$ cat src/hw/rtl/kvbt_pkg.sv
`default_nettype none

package kvbt_pkg;

    // configuration register indexes
    localparam int CFG_IDX_W = 3;
    localparam logic [CFG_IDX_W-1:0] CFG_INITIAL_VALUE = 3'd0;
    localparam logic [CFG_IDX_W-1:0] CFG_LIFESPAN      = 3'd1;
    localparam logic [CFG_IDX_W-1:0] CFG_Q_VALUE       = 3'd2;
    localparam logic [CFG_IDX_W-1:0] CFG_Q_BIAS        = 3'd3;
    localparam logic [CFG_IDX_W-1:0] CFG_R_SENSOR      = 3'd4;
    localparam logic [CFG_IDX_W-1:0] CFG_MIN_BOUND     = 3'd5;
    localparam logic [CFG_IDX_W-1:0] CFG_MAX_BOUND     = 3'd6;
    localparam logic [CFG_IDX_W-1:0] CFG_PUNISH        = 3'd7;

    // datapath micro-operations issued by the controller
    typedef enum logic [5:0] {
        CMD_NOP,
        CMD_R,
        CMD_M_DTR,
        CMD_EST,
        CMD_M_DTP11,
        CMD_T1,
        CMD_T2,
        CMD_T3,
        CMD_M_DTT,
        CMD_P0,
        CMD_M_QDT,
        CMD_P3,
        CMD_S,
        CMD_DIV0,
        CMD_DWAIT0,
        CMD_K0,
        CMD_DIV1,
        CMD_DWAIT1,
        CMD_K1,
        CMD_M_K0DV,
        CMD_EUPD,
        CMD_M_K1DV,
        CMD_BUPD,
        CMD_M_K0P0,
        CMD_W0,
        CMD_M_K0P1,
        CMD_W1,
        CMD_M_K1P0,
        CMD_W2,
        CMD_M_K1P1,
        CMD_W3,
        CMD_M_PUN,
        CMD_KP,
        CMD_OUT
    } t_cmd;

    typedef struct packed {
        logic load;
        logic out_load;
        t_cmd op;
    } t_dp_cmd;

    typedef struct packed {
        logic skip;
        logic punish;
        logic div_done;
    } t_dp_status;

endpackage

`default_nettype wire

$ cat src/hw/rtl/kvbt_ctrl.sv
`default_nettype none

module kvbt_ctrl
    import kvbt_pkg::*;
(
    input  logic       i_clk,
    input  logic       i_rst_n,
    input  logic       i_in_valid,
    output logic       o_in_stall,
    output logic       o_out_valid,
    input  logic       i_out_stall,
    output t_dp_cmd    o_cmd,
    input  t_dp_status i_status
);

    typedef enum logic [1:0] {
        ST_IDLE,
        ST_DISPATCH,
        ST_RUN
    } t_state;

    t_state r_state;
    t_cmd   r_op;
    t_cmd   n_op;
    logic   r_out_valid;

    logic accept;
    logic slot_free;
    logic out_load;

    assign accept    = i_in_valid && (r_state == ST_IDLE);
    assign slot_free = !r_out_valid || !i_out_stall;
    assign out_load  = (r_state == ST_RUN) && (r_op == CMD_OUT) && slot_free;

    // micro-op sequence
    always_comb begin
        case (r_op)
            CMD_R:       n_op = CMD_M_DTR;
            CMD_M_DTR:   n_op = CMD_EST;
            CMD_EST:     n_op = CMD_M_DTP11;
            CMD_M_DTP11: n_op = CMD_T1;
            CMD_T1:      n_op = CMD_T2;
            CMD_T2:      n_op = CMD_T3;
            CMD_T3:      n_op = CMD_M_DTT;
            CMD_M_DTT:   n_op = CMD_P0;
            CMD_P0:      n_op = CMD_M_QDT;
            CMD_M_QDT:   n_op = CMD_P3;
            CMD_P3:      n_op = CMD_S;
            CMD_S:       n_op = CMD_DIV0;
            CMD_DIV0:    n_op = CMD_DWAIT0;
            CMD_DWAIT0:  n_op = i_status.div_done ? CMD_K0 : CMD_DWAIT0;
            CMD_K0:      n_op = CMD_DIV1;
            CMD_DIV1:    n_op = CMD_DWAIT1;
            CMD_DWAIT1:  n_op = i_status.div_done ? CMD_K1 : CMD_DWAIT1;
            CMD_K1:      n_op = CMD_M_K0DV;
            CMD_M_K0DV:  n_op = CMD_EUPD;
            CMD_EUPD:    n_op = CMD_M_K1DV;
            CMD_M_K1DV:  n_op = CMD_BUPD;
            CMD_BUPD:    n_op = CMD_M_K0P0;
            CMD_M_K0P0:  n_op = CMD_W0;
            CMD_W0:      n_op = CMD_M_K0P1;
            CMD_M_K0P1:  n_op = CMD_W1;
            CMD_W1:      n_op = CMD_M_K1P0;
            CMD_M_K1P0:  n_op = CMD_W2;
            CMD_W2:      n_op = CMD_M_K1P1;
            CMD_M_K1P1:  n_op = CMD_W3;
            CMD_W3:      n_op = CMD_OUT;
            CMD_M_PUN:   n_op = CMD_KP;
            CMD_KP:      n_op = CMD_OUT;
            CMD_OUT:     n_op = CMD_OUT;
            default:     n_op = CMD_NOP;
        endcase
    end

    // state and registered outputs
    always_ff @(posedge i_clk) begin
        if (!i_rst_n) begin
            r_state     <= ST_IDLE;
            r_op        <= CMD_NOP;
            r_out_valid <= 1'b0;
        end else begin
            if (r_out_valid && !i_out_stall && !out_load) begin
                r_out_valid <= 1'b0;
            end
            unique case (r_state)
                ST_IDLE: begin
                    if (accept) begin
                        r_state <= ST_DISPATCH;
                    end
                end
                ST_DISPATCH: begin
                    r_state <= ST_RUN;
                    if (i_status.punish) begin
                        r_op <= CMD_M_PUN;
                    end else if (i_status.skip) begin
                        r_op <= CMD_S;
                    end else begin
                        r_op <= CMD_R;
                    end
                end
                ST_RUN: begin
                    if (r_op == CMD_OUT) begin
                        if (slot_free) begin
                            r_out_valid <= 1'b1;
                            r_state     <= ST_IDLE;
                            r_op        <= CMD_NOP;
                        end
                    end else begin
                        r_op <= n_op;
                    end
                end
                default: r_state <= ST_IDLE;
            endcase
        end
    end

    assign o_in_stall     = (r_state != ST_IDLE);
    assign o_out_valid    = r_out_valid;
    assign o_cmd.load     = accept;
    assign o_cmd.out_load = out_load;
    assign o_cmd.op       = r_op;

endmodule

`default_nettype wire

$ cat config.mk
export PLATFORM = sky130hd
export DESIGN_NAME = kvbt_ctrl
export DESIGN_NICKNAME = d
export VERILOG_FILES = /design/src/hw/rtl/kvbt_pkg.sv /design/src/hw/rtl/kvbt_ctrl.sv
export SDC_FILE = /design/constraint.sdc
export NUM_CORES = 1
export LEC_CHECK = 0
export BUFFER_PORTS_ARGS = -buffer_cell sky130_fd_sc_hd__buf_2
export CORE_MARGIN = 5
export CORE_UTILIZATION = 52
export CTS_CLUSTER_SIZE = 16
export DETAILED_ROUTE_END_ITERATION = 12
export PLACE_DENSITY = 0.77
export SLEW_MARGIN = 0
export SYNTH_ARGS = -nofsm -noshare
export SYNTH_HDL_FRONTEND = slang
export SYNTH_SLANG_ARGS = --single-unit
$ cat constraint.sdc
create_clock -name i_clk -period 1.81 [get_ports i_clk]
set_input_delay 0.2715 -clock i_clk [delete_from_list [all_inputs] [get_ports i_clk]]
set_output_delay 0.2715 -clock i_clk [all_outputs]
set_load 0.05 [all_outputs]
==> out/qor.json, run 1 <==
{
  "result_of_the_run": "completed",
  "power_switching_share_pct": 52.2,
  "gr-usage-all-layers_pct": 15.5,
  "grt_setup_unrepaired": "false",
  "max-slew-margin-rel_pct": 70.0,
  "worst-path-max-fanout": 9,
  "area_overhead_of_the_layout_relative_to_synthesis_pct": 18.7,
  "yosys_register_bits": 9,
  "cp_cell_sequence": "nor3b_2 > nand3_1 > a21oi_1 > clkbuf_4",
  "start_kind": "register",
  "clkTransAtPathRegs_ns": 0.06,
  "power.switching_w": 0.000811,
  "hold_path.class": "in -> reg",
  "fmaxAchievable_ghz": 0.576,
  "half_perimeter_wire_length_of_the_detailed_placement_result_mm": 1.37,
  "hold_viol_final": 0,
  "number_of_antenna_violations_at_the_first_check_in_global_routing": 0,
  "avgRoutedWirePerCell_um": 14.3,
  "gp_routability_congestion": 0.912,
  "start_util_pct": 57.1,
  "asyncSetResetFlopFracSynth_pct": 0,
  "postLayoutCellArea_um2": 915,
  "cp-end-kind": "output pin",
  "cp_top_family": "simple AND/OR/NAND/NOR gates",
  "maxCapViolations": 0,
  "cts_tree": "done",
  "power.density_cell_area_mw_per_mm2": 1700,
  "power.share.clock_pct": 10.2,
  "final.setup.worst_slack_ns": 0.0736,
  "clock_tree.root_cell": "clkbuf_4",
  "setup_viol": 0,
  "num-nets-final": 125,
  "critical_path.n_buffers_inverters": 1,
  "worst-setup-path-type": "reg -> out",
  "synth_cells": 97,
  "irDropWorstVdd_v": 0.000912,
  "p_leak_nw": 0.373,
  "yosysTopAreaCellShare_pct": 23.4,
  "combined_area_of_all_synthesized_cells_um2": 771,
  "dr.pass1.iters": 4,
  "cts_post_setup_buffers_inserted": 0,
  "placement_rows": 13,
  "critical_path_arrival_ns": 1.46,
  "syn_area_per_cell_um2": 7.95,
  "routed_wirelength_mm": 1.83,
  "fraction_of_layout_instances_using_a_drive_strength_above_1_pct": 31.0,
  "pwr-share-seq_pct": 25.5,
  "postSynth.topFlopCell": "dfxtp_1",
  "ys_seq_area_share_pct": 23.4,
  "yosys.cell_types.count": 37,
  "htreeDepth": 1,
  "maxSlewViolCount": 0,
  "overflow": 0,
  "portBuffers": 16,
  "cpPeakStageDelay_ns": 0.38,
  "clock_skew_ns": 0.00803,
  "number_of_enable_flip_flop_cells_after_synthesis": 0,
  "actual_slew_at_the_worst_max_slew_pin_ns": 0.439,
  "worst_path_max_delay_cell": "dfxtp_2",
  "clock_insertion_delay_worst_skew_ns": 0.27,
  "cts.sink_count": 9,
  "layout_worst_path_cycle_share_pct": 95.9,
  "synth.net_count": 108,
  "synth.area.top_cells": "dfxtp_1 23%, ha_1 6.5%, a21oi_1 4.5%",
  "vias": 787,
  "synth.cells.most_frequent": "9 x dfxtp_1, 7 x a21oi_1, 7 x nor2_1",
  "vias_in_the_first_global_route": 693,
  "cts_buffers": 3,
  "finalCriticalPeriod_ns": 1.74,
  "largest_area_contributor_in_the_synthesized_netlist": "dfxtp_1",
  "die_h_um": 48.5,
  "ys.warnings.count": 0,
  "detail_route.drc_violations": 0,
  "combPwrFrac_pct": 64.3,
  "setup_total_negative_slack_ns": 0,
  "drtAntennaViolNets": 0,
  "antennaDiodeCount": 0,
  "cp_data_required_time_ns": 1.54,
  "die_x_um": 48.5,
  "io-pin-count": 17,
  "postPlaceCellArea_um2": 862,
  "die_area_mm2": 0.00235,
  "floorplan.core_area_mm2": 0.00135,
  "grt_pass1_wl_mm": 2.99,
  "internal_portion_of_total_power_w": 0.000744,
  "via_per_inst": 6.15,
  "cts.path.max_buffers": 2,
  "grt_max_degree": 15,
  "synth.most_common_cell": "dfxtp_1",
  "drt_iter0_drc": 15,
  "pre_cts_ws_ns": 0.118
}
cells by family (layout without fill, tap and decap cells):
kind of cell	after synthesis	in the layout	share of synthesized area [%]
flip-flops	9	9	23.4
AND/OR/NAND/NOR	37	37	27.6
adder cells (fa/ha/maj)	4	4	6.49
AO/OA/AOI/OAI	29	29	27.4
buffers and inverters	12	28	7.63
XOR/XNOR	3	3	3.41
multiplexers	3	3	4.06
power groups by stage:
stage | registers (W) | clock network, W | logic (W)
after floorplan | 0.000498 | 0 | 0.000662
final | 0.000397 | 0.000158 | 0.00100
after global routing | 0.000408 | 0.000179 | 0.00109
after detailed placement | 0.000386 | 0 | 0.000983
after CTS | 0.000388 | 0.000164 | 0.000994
after global placement | 0.000383 | 0 | 0.000964
stage by stage:
stage	total power, W	utilization, %	hold slack (ns)	instances
global placement	0.00135	63.9	0.538	124
CTS	0.00155	66.7	0.309	128
finish	0.00156	67.7	0.318	128
detailed placement	0.00137	63.9	0.550	124
floorplan	0.00116	-	0.389	97
global route	0.00168	67.7	0.322	128
repair_timing:
item	4_1_cts	5_1_grt
endpoints found under the hold margin	0	0
resized for setup	3	3
pin swaps	0	1
hold buffers	0	0
setup endpoints to repair	1	1
final cells by class:
type / instances / area [µm²]
repair buffers: 21 / 120
fillers: 113 / 435
clock buffers: 4 / 26.3
well taps: 15 / 18.8
flip-flops and latches: 9 / 184
inverters: 3 / 11.3
multi-input cells: 76 / 554
per-layer routing:
metal / vias to the layer above / track usage (%) / share of wire (%)
li1: 390 / - / -
met1: 369 / 19.5 / 43
met2: 26 / 24.1 / 47
met3: 2 / 7.03 / 9.3
met4: 0 / 3.14 / 0.60
met5: - / 0 / 0
worst paths after layout:
check / start / end / slack (ns) / cells past startpoint
setup reg to reg: r_op[3] / r_op[1] / 0.12 / 5
hold reg to reg: r_state[0] / r_state[0] / 0.56 / 2
setup / recovery: r_op[3] / o_cmd[6] / 0.07 / 4
hold / removal: i_rst_n / r_op[5] / 0.32 / 2
cell usage in the layout (no fill, tap or decap), drive strengths merged:
cell     netlist  final
a2111oi        1      1
a211oi         2      2
a21boi         1      1
a21o           1      1
a21oi          7      7
a221oi         1      1
a31oi          3      3
and2           1      1
and3           1      1
and4b          1      1
buf            7     20
clkbuf         2      5
dfxtp          9      9
ha             4      4
inv            3      3
mux2           1      1
mux2i          2      2
nand2          6      6
nand2b         4      4
nand3          4      4
nor2           7      7
nor2b          3      3
nor3           3      3
nor3b          4      4
nor4bb         1      1
o211a          1      1
o211ai         1      1
o21a           3      3
o21ai          3      3
o221a          2      2
o2bb2ai        1      1
o311ai         2      2
or4            1      1
or4bb          1      1
xnor2          3      3
flip-flops by register name, indices dropped and copies added (netlist names):
register	count
o_out_valid	1
r_op	6
r_state	2
(Power assumes the default switching activity.)
==> run 2, diff against run 1 <==
Settings changed: SETUP_SLACK_MARGIN set to 0.1.
==> run 2 against run 1 <==
Register-to-register slack improved by 0.02 ns. Clock power shrank 3%. Worst setup slack gained 0.067 ns. Sequential power rose by 10%. First-iteration DRC count rose to 2.5 times the previous value. Die area did not move. Highest routed layer unchanged. Non-clock buffer count rose by 1. Wire length increased by 4.1%. Cell count increased by 0.78%. Worst hold slack worse by 0.012 ns.
==> out/qor.json, run 2 (synthesis results as in run 1) <==
{
  "combPwrFrac_pct": 64.1,
  "start_kind": "register",
  "worst_path_max_delay_cell": "or4_4",
  "critical_path_arrival_ns": 1.84,
  "cts.path.max_buffers": 2,
  "cts_buffers": 3,
  "result_of_the_run": "completed",
  "p_leak_nw": 0.383,
  "cp-end-kind": "register",
  "grt_max_degree": 15,
  "hold_path.class": "in -> reg",
  "critical_path.n_buffers_inverters": 0,
  "floorplan.core_area_mm2": 0.00135,
  "cp_cell_sequence": "or4_4 > a221oi_2 > o311ai_1 > a31oi_1",
  "portBuffers": 16,
  "register_to_register_path_setup_slack_ns": 0.14,
  "timing.critical_path.depth": 4,
  "finalCriticalPeriod_ns": 1.67,
  "overflow": 0,
  "clkTransAtPathRegs_ns": 0.06,
  "grt_setup_unrepaired": "true",
  "detail_route.drc_violations": 0,
  "cp_top_family": "compound AO/OA/AOI/OAI gates",
  "cts_tree": "done",
  "gr-usage-all-layers_pct": 15.7,
  "cp-endpoint": "r_op[0]",
  "post_cts_hold_buffer_count": 0,
  "layout_worst_path_cycle_share_pct": 92.2,
  "cp_data_required_time_ns": 1.99,
  "power.switching_w": 0.000862,
  "gp_routability_congestion": 0.951,
  "worstRegToRegCells": 4,
  "number_of_antenna_violations_at_the_first_check_in_global_routing": 0,
  "vias_in_the_first_global_route": 740,
  "worstReg2RegStart": "r_op[3]",
  "die_x_um": 48.5,
  "via_per_inst": 6.20,
  "hold_viol_final": 0,
  "largest_register_ffs": 6,
  "max-slew-margin-rel_pct": 73.8,
  "worst-setup-path-type": "reg -> reg",
  "setup_total_negative_slack_ns": 0,
  "destination_of_the_worst_register_to_register_timing_path": "r_op[0]",
  "vias": 800,
  "power.density_cell_area_mw_per_mm2": 1710,
  "clock_tree.root_cell": "clkbuf_4",
  "top_register": "r_op",
  "grt_pass1_wl_mm": 3.08,
  "cts.sink_count": 9,
  "layout.cells.most_common": "buf_2",
  "drtAntennaViolNets": 0,
  "setup_viol": 0,
  "pwr-share-seq_pct": 26.6,
  "routed_wirelength_mm": 1.90,
  "nFillCells": 98,
  "worst-path-max-fanout": 8,
  "avgRoutedWirePerCell_um": 14.7,
  "final_cell_mix": "15 x buf_2, 7 x a21oi_1, 7 x buf_4, 6 x nand2_1, 6 x nor2_1",
  "antennaDiodeCount": 0,
  "die_area_mm2": 0.00235,
  "power_switching_share_pct": 52.4,
  "half_perimeter_wire_length_of_the_detailed_placement_result_mm": 1.33,
  "io-pin-count": 17,
  "post_route_utilization_pct": 71.2,
  "clock_skew_ns": 0.00741,
  "htreeDepth": 1,
  "irDropWorstVdd_v": 0.000853,
  "dr.pass1.iters": 4,
  "die_h_um": 48.5,
  "actual_slew_at_the_worst_max_slew_pin_ns": 0.384,
  "power.share.clock_pct": 9.4,
  "finalHoldWorstSlack_ns": 0.306,
  "maxCapViolations": 0,
  "fraction_of_layout_instances_using_a_drive_strength_above_1_pct": 36.8,
  "drt_iter0_drc": 38,
  "power.total_w": 0.00165,
  "area_overhead_of_the_layout_relative_to_synthesis_pct": 24.7,
  "worst_setup_path_startpoint": "r_op[3]",
  "placement_rows": 13,
  "cpPeakStageDelay_ns": 0.58,
  "start_util_pct": 57.1,
  "internal_portion_of_total_power_w": 0.000784,
  "clock_insertion_delay_worst_skew_ns": 0.27,
  "num-nets-final": 126,
  "fmaxAchievable_ghz": 0.599,
  "maxSlewViolCount": 0
}
==> run 2: cell count changes in the layout (fill, tap and decap cells not counted), moves of 2 or more <==
cell / previous run / this run
dfxtp_4: 0 / 4
buf_4: 5 / 7
dfxtp_1: 6 / 4
dfxtp_2: 3 / 1
nor3b_2: 2 / 0
nor3b_4: 0 / 2
==> run 2: metrics by stage <==
stage          cell area, µm²  setup WS (ns)  instances
2_1_floorplan             777         0.0786         97
6_report                  961          0.140        129
5_1_grt                   961         0.0791        129
4_1_cts                   912          0.104        126
3_3_place_gp              851          0.158        122
3_5_place_dp              851          0.152        122
==> run 2: worst min-delay path by stage <==
stage,end,depth (start not counted),start
3_5_place_dp,r_state[0],2,r_state[0]
4_1_cts,r_op[5],2,i_rst_n
3_3_place_gp,r_state[1],2,r_state[1]
2_1_floorplan,r_op[5],1,i_rst_n
5_1_grt,r_op[5],2,i_rst_n
6_report,r_op[5],2,i_rst_n
==> run 2: power groups by stage <==
stage,combinational [W],sequential [W],clock (W)
global route,0.00112,0.000460,0.000180
floorplan,0.000662,0.000503,0
finish,0.00105,0.000438,0.000154
global placement,0.000937,0.000403,0
CTS,0.000973,0.000415,0.000163
detailed placement,0.000956,0.000405,0
==> run 2: layer usage <==
metal / GRT usage [%] / share of wire, %
met1: 20.6 / 43
met2: 22.2 / 46
met3: 6.73 / 10
met4: 6.28 / 1.5
met5: 0 / 0
==> run 2: cell type report <==
cell class	instances	area (µm²)	share of cell area [%]
Clock buffer	3	22.5	2.34
Timing Repair Buffer	22	128	13.3
Clock inverter	1	5.00	0.521
Inverter	3	11.3	1.17
Tap cell	15	18.8	1.95
Multi-Input combinational cell	76	579	60.3
Sequential cell	9	196	20.4
==> run 2: worst reg2reg max path, delay by kind of cell (launching register included) <==
kind / cells / cell delay (ns)
compound gates: 3 / 0.62
simple gates: 1 / 0.58
flops: 1 / 0.37
==> run 2: timing repair <==
action / CTS / global route
setup buffers: 0 / 3
setup endpoints to repair: 1 / 3
gates resized for setup: 7 / 8
pin swaps: 0 / 1
